`config.mk`:
```
export PLATFORM = sky130hd
export DESIGN_NAME = lfdp_mac
export DESIGN_NICKNAME = d
export VERILOG_FILES = /design/src/hdl/lfdp_pkg.sv /design/src/hdl/lfdp_mac.sv
export SDC_FILE = /design/constraint.sdc
export NUM_CORES = 1
export LEC_CHECK = 0
export BUFFER_PORTS_ARGS = -buffer_cell sky130_fd_sc_hd__buf_2
export CORE_UTILIZATION = 45
export CTS_BUF_LIST = sky130_fd_sc_hd__clkbuf_16
export DETAILED_ROUTE_END_ITERATION = 16
export GPL_ROUTABILITY_DRIVEN = 0
export PLACE_DENSITY = 0.59
export SLEW_MARGIN = 20
export SYNTH_ARGS = -nofsm -noshare
export SYNTH_HDL_FRONTEND = slang
export SYNTH_SLANG_ARGS = --single-unit
```
`constraint.sdc`:
```
create_clock -name clk -period 7.69 [get_ports clk]
set_input_delay 0.769 -clock clk [delete_from_list [all_inputs] [get_ports clk]]
set_output_delay 0.769 -clock clk [all_outputs]
set_load 0.05 [all_outputs]
```
`src/hdl/lfdp_pkg.sv`:
```
`default_nettype none
// ----------------------------------------------------------------------------
// lfdp_pkg
// Shared types and constants of the latent factor dot product block: the
// payload structs of both channels, the mode codes, the arithmetic widths
// and the configuration register map.
// ----------------------------------------------------------------------------
package lfdp_pkg;

  localparam int FACTOR_W   = 16;
  localparam int PROD_W     = 2 * FACTOR_W;
  localparam int ACC_W      = 48;
  localparam int PRED_W     = 40;
  localparam int RANK_CFG_W = 6;
  localparam int CFG_ADDR_W = 3;
  localparam int CFG_DATA_W = 32;

  localparam logic [1:0] MODE_LOAD_USER = 2'd0;
  localparam logic [1:0] MODE_LOAD_ITEM = 2'd1;
  localparam logic [1:0] MODE_QUERY     = 2'd2;

  // Register index, taken from the word address bit of paddr.
  localparam logic REG_RANK = 1'b0;

  localparam logic [RANK_CFG_W-1:0] RANK_RESET = 6'd32;

  localparam logic signed [ACC_W-1:0] PRED_MAX = 48'sh00_7F_FFFF_FFFF;
  localparam logic signed [ACC_W-1:0] PRED_MIN = 48'shFF_80_0000_0000;

  typedef struct packed {
    logic [1:0]                 mode;
    logic [9:0]                 entity_index;
    logic [4:0]                 dimension_index;
    logic signed [FACTOR_W-1:0] factor_value;
    logic [9:0]                 user_index;
    logic [9:0]                 item_index;
  } in_item_t;

  typedef struct packed {
    logic signed [PRED_W-1:0] prediction;
    logic                     index_error;
  } out_item_t;

  // Control from the sequencer to the multiply-accumulate unit.
  typedef struct packed {
    logic clear;
    logic valid;
  } mac_ctrl_t;

endpackage : lfdp_pkg
`default_nettype wire

```
`src/hdl/lfdp_mac.sv`:
```
`default_nettype none
// ----------------------------------------------------------------------------
// lfdp_mac
// Shared multiply-accumulate unit: a registered 16x16 product feeding a wide
// exact accumulator, with the saturated 40-bit view of the sum.
// ----------------------------------------------------------------------------
module lfdp_mac
  import lfdp_pkg::*;
(
  input  logic                       clk,
  input  logic                       rst,
  input  mac_ctrl_t                  ctrl,
  input  logic signed [FACTOR_W-1:0] a,
  input  logic signed [FACTOR_W-1:0] b,
  output logic signed [PRED_W-1:0]   result,
  output logic                       busy
);

  logic signed [PROD_W-1:0] prod;
  logic                     prod_valid;
  logic signed [ACC_W-1:0]  acc;

  always_ff @(posedge clk) begin
    if (rst) begin
      prod_valid <= 1'b0;
    end else begin
      prod_valid <= ctrl.valid;
    end
  end

  always_ff @(posedge clk) begin
    prod <= a * b;
  end

  always_ff @(posedge clk) begin
    if (ctrl.clear) begin
      acc <= '0;
    end else if (prod_valid) begin
      acc <= acc + {{(ACC_W - PROD_W){prod[PROD_W-1]}}, prod};
    end
  end

  always_comb begin
    if (acc > PRED_MAX) begin
      result = PRED_MAX[PRED_W-1:0];
    end else if (acc < PRED_MIN) begin
      result = PRED_MIN[PRED_W-1:0];
    end else begin
      result = acc[PRED_W-1:0];
    end
  end

  assign busy = prod_valid;

endmodule : lfdp_mac
`default_nettype wire

```
==> results of run 1 <==
-- layer usage --
layer  wire length [um]  share of wire (%)  up-vias  GRT usage [%]
met5                  0                  0        -              0
met3               1440                3.9       38           2.31
li1                   -                  -     5567              -
met1              16400                 45     5749           28.9
met2              18300                 50      244           38.9
met4                637                1.7        0           5.52
-- cell families after synthesis --
kind of cell	Yosys count	synth area share, %
DFF	81	10.5
and+or+nand+nor	468	15.1
xor gates and xnor gates	71	4.03
muxes	23	1.49
adders and majority gates	392	44.6
buffers and inverters	415	10.5
AOI/OAI and AO/OA	300	13.7
-- worst max-delay path: cells and delay by family --
family	cells	cell delay (ps)
fa+ha+maj	7	3860
buf+inv	4	550
xor+xnor	1	140
compound gates	4	1020
simple gates	4	510
-- through the flow --
stage | cells | instance area, um2 | setup WS, ps | util, %
3_3_place_gp | 2208 | 16100 | 861 | 47.8
2_1_floorplan | 1750 | 15400 | 1240 | -
6_report | 2224 | 16400 | 1070 | 48.7
4_1_cts | 2224 | 16400 | 1040 | 48.7
5_1_grt | 2224 | 16400 | 700 | 48.7
3_5_place_dp | 2208 | 16100 | 693 | 47.8
-- path summary, 6_finish.rpt --
check	cells after the start	end	slack, ps
setup / recovery	20	prod[31]$_DFF_P_	1070
hold / removal	2	acc[40]$_SDFFE_PP0P_	510
setup reg to reg	10	acc[47]$_SDFFE_PP0P_	4200
hold reg to reg	2	acc[40]$_SDFFE_PP0P_	510
-- layout by cell type (no fill, tap or decap), types with 4 or more instances in the layout --
cell,Yosys,layout
a211o_1,5,5
a211oi_1,9,9
a21boi_0,4,4
a21o_1,75,75
a21oi_1,78,77
a22o_1,4,4
a31oi_1,8,8
and2_1,134,134
and3_1,11,11
buf_2,2,76
clkbuf_16,0,9
dfxtp_1,81,80
fa_1,263,263
ha_1,129,129
inv_1,345,345
mux2i_1,23,23
nand2_1,159,159
nand2b_1,11,11
nand3_1,10,10
nand4_1,14,14
nor2_1,93,93
nor2b_1,5,5
nor3_1,8,8
nor4_1,4,4
o21a_1,8,8
o21ai_0,42,41
o21ai_1,4,4
o21bai_1,12,12
xnor2_1,46,46
xor2_1,25,25
-- sequential cells by signal (all words and copies together) (netlist names) --
name / flops
prod: 32
acc: 48
busy: 1
-- final cells by class --
| type | count | area (um2) |
|---|---|---|
| Inverter | 346 | 1300 |
| Sequential cell | 81 | 1620 |
| Clock inverter | 7 | 76.3 |
| Tap cell | 448 | 561 |
| Multi-Input combinational cell | 1254 | 12200 |
| Clock buffer | 9 | 225 |
| Fill cell | 3260 | 17200 |
| Timing Repair Buffer | 79 | 403 |
==> results.cfg, run 1 <==
[outcome]
status = finished clean

[hold_path]
hp-start = acc[40]$_SDFFE_PP0P_
hold_class = flip-flop to flip-flop

[synthesis]
yosys_warnings = 0
ys.flop_type = dfxtp_1
synth.distinct_cells = 80
async_flop_share_pct = 0
synthCells = 1750
synth_area_leaders = fa_1 (34%), dfxtp_1 (11%), ha_1 (10%)
yosysTopAreaCellShare_pct = 34.2
synth_edf_count = 0
ys_seq_area_share_pct = 10.5
synthTopCellsByCount = inv_1 (345), fa_1 (263), nand2_1 (159), and2_1 (134), ha_1 (129)
syn_area_um2 = 15400
synth.most_common_cell = inv_1
avgSynthCellArea_um2 = 8.81
ys_ff_latch = 81
synth_nets = 2178
synth_area_leader_cell = fa_1

[global_route]
antenna_found_initial = 0
first_global_vias = 12500
grt_use_total_pct = 22.1
grt_max_degree = 52
grt_pass1_wl_um = 62800
gr-total-overflow = 0

[timing]
rsz0062_at_grt = no
post-route-min-period_ps = 6620
tightest_slew_ps = 1040
hold_slack_ps = 514
fmax_ghz = 0.151
maxSlewViolCount = 0
setup_viol = 0
min_period_over_period_pct = 86.1
relSlewSlack_pct = 30.5
fin_skew_ps = 14.5
setup_tns_ps = 0
hold_viol_final = 0

[drt]
wl_per_cell_um = 16.5
drt_iter0_markers = 500
drc_errors = 0
drt_first_pass_iters = 7
via_per_inst = 5.21
postRouteAntennaNets = 0
vias = 11600
wl_um = 36800

[setup_path]
end_kind = flip-flop
path_class = primary input to flip-flop
worst_path_most_repeated_cell = fa_1
start_kind = primary input
cp_slowest_cell = fa_1
path_cells = buf_2 > nand2_1 > inv_1 > fa_1 > fa_1 > fa_1 > fa_1 > fa_1 > inv_1 > fa_1 > inv_1 > ha_1 > and3_1 > nand2_1 > nor3_1 > a2111oi_1 > o21ai_0 > a21o_1 > a21oi_1 > xnor2_1
worstSetupStartpoint = b[1]
crit_arrival_ps = 6890
crit_fanout = 16
rr_startpoint = prod[31]$_DFF_P_
cp_data_required_time_ps = 7960
critPathMaxStageDelay_ps = 920

[clock_network]
clk_pin_slew_ps = 70
cts_buffer_depth = 2
cts_tree = done
postCtsSetupBuffers = 0
htreeDepth = 3
clock-sinks = 81
root_buffer = clkbuf_16
cts_resized = 0
clk_latency_ps = 350
cts_buffers = 9
postCtsHoldBufs = 0

[die]
die_h_um = 187
initial_core_util_pct = 45.9
io_pins = 77
die-area_um2 = 35000
core_area_um2 = 33600
rows = 67
die_width_um = 187

[final_layout]
nNetsFinal = 2199
layout-drive-gt1-share_pct = 7.21
antennaDiodeCount = 0
area_delta_synth_final_pct = 6.20

[flow_run]
cap_violations = 0

[placed_design]
dpl.hpwl_um = 30300
port_buffers = 76
Power of run 1 is not shown: default switching activity piles up to over one toggle a cycle in this logic, so the estimate is an artifact.
==> run 2: changes to the inputs <==
- MAX_ROUTING_LAYER: default -> met4
==> results.cfg, run 2 (same netlist as run 1, synthesis figures left out) <==
[placed_design]
dpl.hpwl_um = 30300
post-place-ws_ps = 693
port_buffers = 76

[die]
die_h_um = 187
rows = 67
io_pins = 77
core_area_um2 = 33600
die_width_um = 187
die-area_um2 = 35000
initial_core_util_pct = 45.9

[timing]
maxSlewViolCount = 0
post-route-min-period_ps = 6640
fmax_ghz = 0.151
relSlewSlack_pct = 30.9
fin_skew_ps = 14.1
setup_tns_ps = 0
hold_viol_final = 0
setup_ws_ps = 1050
min_period_over_period_pct = 86.4
tightest_slew_ps = 1030
setup_viol = 0
rsz0062_at_grt = no

[setup_path]
critPathTopFamily = adder cells
end_kind = flip-flop
path_cells = buf_2 > nand2_1 > inv_1 > fa_1 > fa_1 > fa_1 > fa_1 > fa_1 > inv_1 > fa_1 > inv_1 > ha_1 > and3_1 > nand2_1 > nor3_1 > a2111oi_1 > o21ai_0 > a21o_1 > a21oi_1 > xnor2_1
critPathMaxStageDelay_ps = 930
start_kind = primary input
cp_data_required_time_ps = 7960
crit_arrival_ps = 6910
path_class = primary input to flip-flop
cp_slowest_cell = fa_1
crit_fanout = 16
worst_path_most_repeated_cell = fa_1
path_buf_inv = 4

[final_layout]
nFillCells = 3260
layout_common_cells = inv_1 (345), fa_1 (263), nand2_1 (159)
largest_reg_flops = 48
nNetsFinal = 2199
regMostFlops = acc
final_common_cell = inv_1
area_delta_synth_final_pct = 6.20
layout-drive-gt1-share_pct = 7.21
antennaDiodeCount = 0

[outcome]
status = finished clean

[drt]
postRouteAntennaNets = 0
wl_um = 36800
drt_first_pass_iters = 6
vias = 11600
wl_per_cell_um = 16.6
via_per_inst = 5.22
drc_errors = 0
drt_iter0_markers = 520

[global_route]
antenna_found_initial = 0
gr-total-overflow = 0
grt_use_total_pct = 22.8
first_global_vias = 12500
grt_pass1_wl_um = 62800
grt_max_degree = 52

[hold_path]
hold_class = flip-flop to flip-flop

[clock_network]
root_buffer = clkbuf_16
cts_buffer_depth = 2
postCtsHoldBufs = 0
cts_resized = 0
postCtsSetupBuffers = 0
clock-sinks = 81
cts_buffers = 9
clk_pin_slew_ps = 70
clk_latency_ps = 350
cts_tree = done
htreeDepth = 3

[flow_run]
cap_violations = 0
## run 2: cell counts in the layout (fill, tap and decap cells not counted)
No cell type changed its count.
## run 2: path summary, 6_finish.rpt
path	startpoint	endpoint	slack [ps]	depth (start not counted)
setup / recovery	b[1]	prod[31]$_DFF_P_	1050	20
hold / removal	acc[40]$_SDFFE_PP0P_	acc[40]$_SDFFE_PP0P_	510	2
setup reg to reg	prod[31]$_DFF_P_	acc[47]$_SDFFE_PP0P_	4160	10
hold reg to reg	acc[40]$_SDFFE_PP0P_	acc[40]$_SDFFE_PP0P_	510	2
## run 2: cell type report
cell class / instances / area (um2) / area share (%)
multi-input cells: 1254 / 12200 / 74.4
flip-flops and latches: 81 / 1620 / 9.91
inverters: 346 / 1300 / 7.93
well taps: 448 / 561 / 3.42
repair buffers: 79 / 403 / 2.46
clock buffers: 9 / 225 / 1.38
clock inverters: 7 / 76.3 / 0.466
## run 2: worst reg2reg max path: stages (launching register included)
cell,delay (ps)
dfxtp_1,950
ha_1,470
a21o_1,210
a21o_1,170
a21oi_1,270
nand3_1,190
a2111oi_4,420
o31ai_2,130
a211oi_1,320
o21a_1,190
nor3_2,40
## run 2: metal layers
metal	track usage (%)	up-vias	share of wire [%]
met3	2.31	44	3.6
met2	38.9	220	50
met5	-	-	0
met4	5.52	0	1.8
li1	-	5570	-
met1	28.9	5767	45
## run 2: per-stage QoR
stage / hold WS (ps) / cells / util, % / cell area (um2)
3_5_place_dp: 511 / 2208 / 47.8 / 16100
5_1_grt: 546 / 2224 / 48.7 / 16400
3_3_place_gp: 492 / 2208 / 47.8 / 16100
2_1_floorplan: 458 / 1750 / - / 15400
6_report: 514 / 2224 / 48.7 / 16400
4_1_cts: 520 / 2224 / 48.7 / 16400
Power of run 2 is left out for the same reason.
==> run 3: changes to the inputs <==
- BUFFER_PORTS_ARGS: -buffer_cell sky130_fd_sc_hd__buf_2 -> default
- DONT_BUFFER_PORTS: default -> 1
- PLACE_DENSITY: 0.59 -> 0.56
- SETUP_SLACK_MARGIN: default -> 0.2
==> results.cfg, run 3 (same netlist as run 1, synthesis figures left out) <==
[outcome]
status = finished clean

[die]
core_area_um2 = 33600
die_h_um = 187
die_width_um = 187
initial_core_util_pct = 45.9
die-area_um2 = 35000
rows = 67
io_pins = 77

[global_route]
gr-total-overflow = 0
grt_pass1_wl_um = 62300
antenna_found_initial = 0
grt_use_total_pct = 22.7
first_global_vias = 11900
grt_max_degree = 52

[clock_network]
cts_resized = 0
clk_pin_slew_ps = 70
cts_buffer_depth = 2
clk_latency_ps = 340
postCtsSetupBuffers = 0
cts_buffers = 9
htreeDepth = 3
clock-sinks = 81
cts_tree = done
postCtsHoldBufs = 0
root_buffer = clkbuf_16

[final_layout]
regMostFlops = acc
area_delta_synth_final_pct = 3.64
final_common_cell = inv_1
nNetsFinal = 2121
layout_common_cells = inv_1 (345), fa_1 (263), nand2_1 (159)
antennaDiodeCount = 0
layout-drive-gt1-share_pct = 2.89
largest_reg_flops = 48

[drt]
drc_errors = 0
postRouteAntennaNets = 0
vias = 11200
wl_um = 36700
wl_per_cell_um = 17.1
drt_iter0_markers = 696
drt_first_pass_iters = 7
via_per_inst = 5.20

[hold_path]
hp-start = rst
hold_class = primary input to flip-flop
hold_depth = 1
worstHoldEndpoint = busy$_SDFF_PP0_

[timing]
relSlewSlack_pct = 28.5
tightest_slew_ps = 1070
fin_skew_ps = 8.88
maxSlewViolCount = 0
fmax_ghz = 0.157
setup_viol = 0
min_period_over_period_pct = 82.9
hold_viol_final = 0
post-route-min-period_ps = 6380
rsz0062_at_grt = no
setup_tns_ps = 0

[setup_path]
timing.rr.end = acc[47]$_SDFFE_PP0P_
crit_arrival_ps = 6650
start_kind = primary input
end_kind = flip-flop
path_class = primary input to flip-flop
crit_fanout = 13
rrSetupSlack_ps = 4290
r2r_cells = 10
rr_startpoint = prod[31]$_DFF_P_
cp_data_required_time_ps = 7960

[flow_run]
cap_violations = 0

[placed_design]
port_buffers = 0
dpl.hpwl_um = 30100
-- run 3: worst max-delay path by stage --
stage          slack, ps  cells after the start   from          endpoint
3_5_place_dp         920                     19  a[15]  prod[31]$_DFF_P_
5_1_grt             1000                     21   a[8]  prod[31]$_DFF_P_
6_report            1310                     20  b[15]  prod[31]$_DFF_P_
4_1_cts             1280                     19  a[15]  prod[31]$_DFF_P_
3_3_place_gp        1040                     21   a[8]  prod[31]$_DFF_P_
2_1_floorplan       1240                     21  a[11]  prod[31]$_DFF_P_
-- run 3: area by class of cell --
class                   instances  area (um2)
fillers                      3281       17600
repair buffers                  1        7.51
well taps                     448         561
clock buffers                   9         225
clock inverters                 7        70.1
multi-input cells            1254       12200
flip-flops and latches         81        1620
inverters                     346        1300
-- run 3: through the flow --
stage	util (%)	setup slack [ps]	cells	instance area, um2	hold slack (ps)
finish	47.5	1310	2146	16000	488
global route	47.5	1000	2146	16000	485
CTS	47.5	1280	2146	16000	477
detailed placement	46.6	918	2130	15700	507
global placement	46.6	1040	2130	15700	508
floorplan	-	1240	1750	15400	458
-- run 3: routing by layer --
layer / part of all wire [%] / vias to the layer above / routed length (um) / track usage (%)
met1: 50 / 5474 / 18200 / 32.3
li1: - / 5408 / - / -
met3: 4.8 / 31 / 1740 / 2.48
met2: 45 / 238 / 16300 / 35.6
met4: 0.96 / 0 / 353 / 3.37
met5: 0 / - / 0 / -
-- run 3: worst max-delay path, stage by stage --
cell,delay [ps]
inv_1,390
nor2_1,130
fa_1,520
fa_1,430
fa_1,570
fa_1,460
fa_1,500
inv_1,50
fa_1,470
inv_1,40
ha_1,320
a21o_1,170
a21o_1,170
a21o_1,210
o2bb2ai_1,150
a2111oi_1,570
o21ai_0,230
a21o_1,190
a21oi_1,160
xnor2_1,130
Power of run 3 is left out for the same reason.
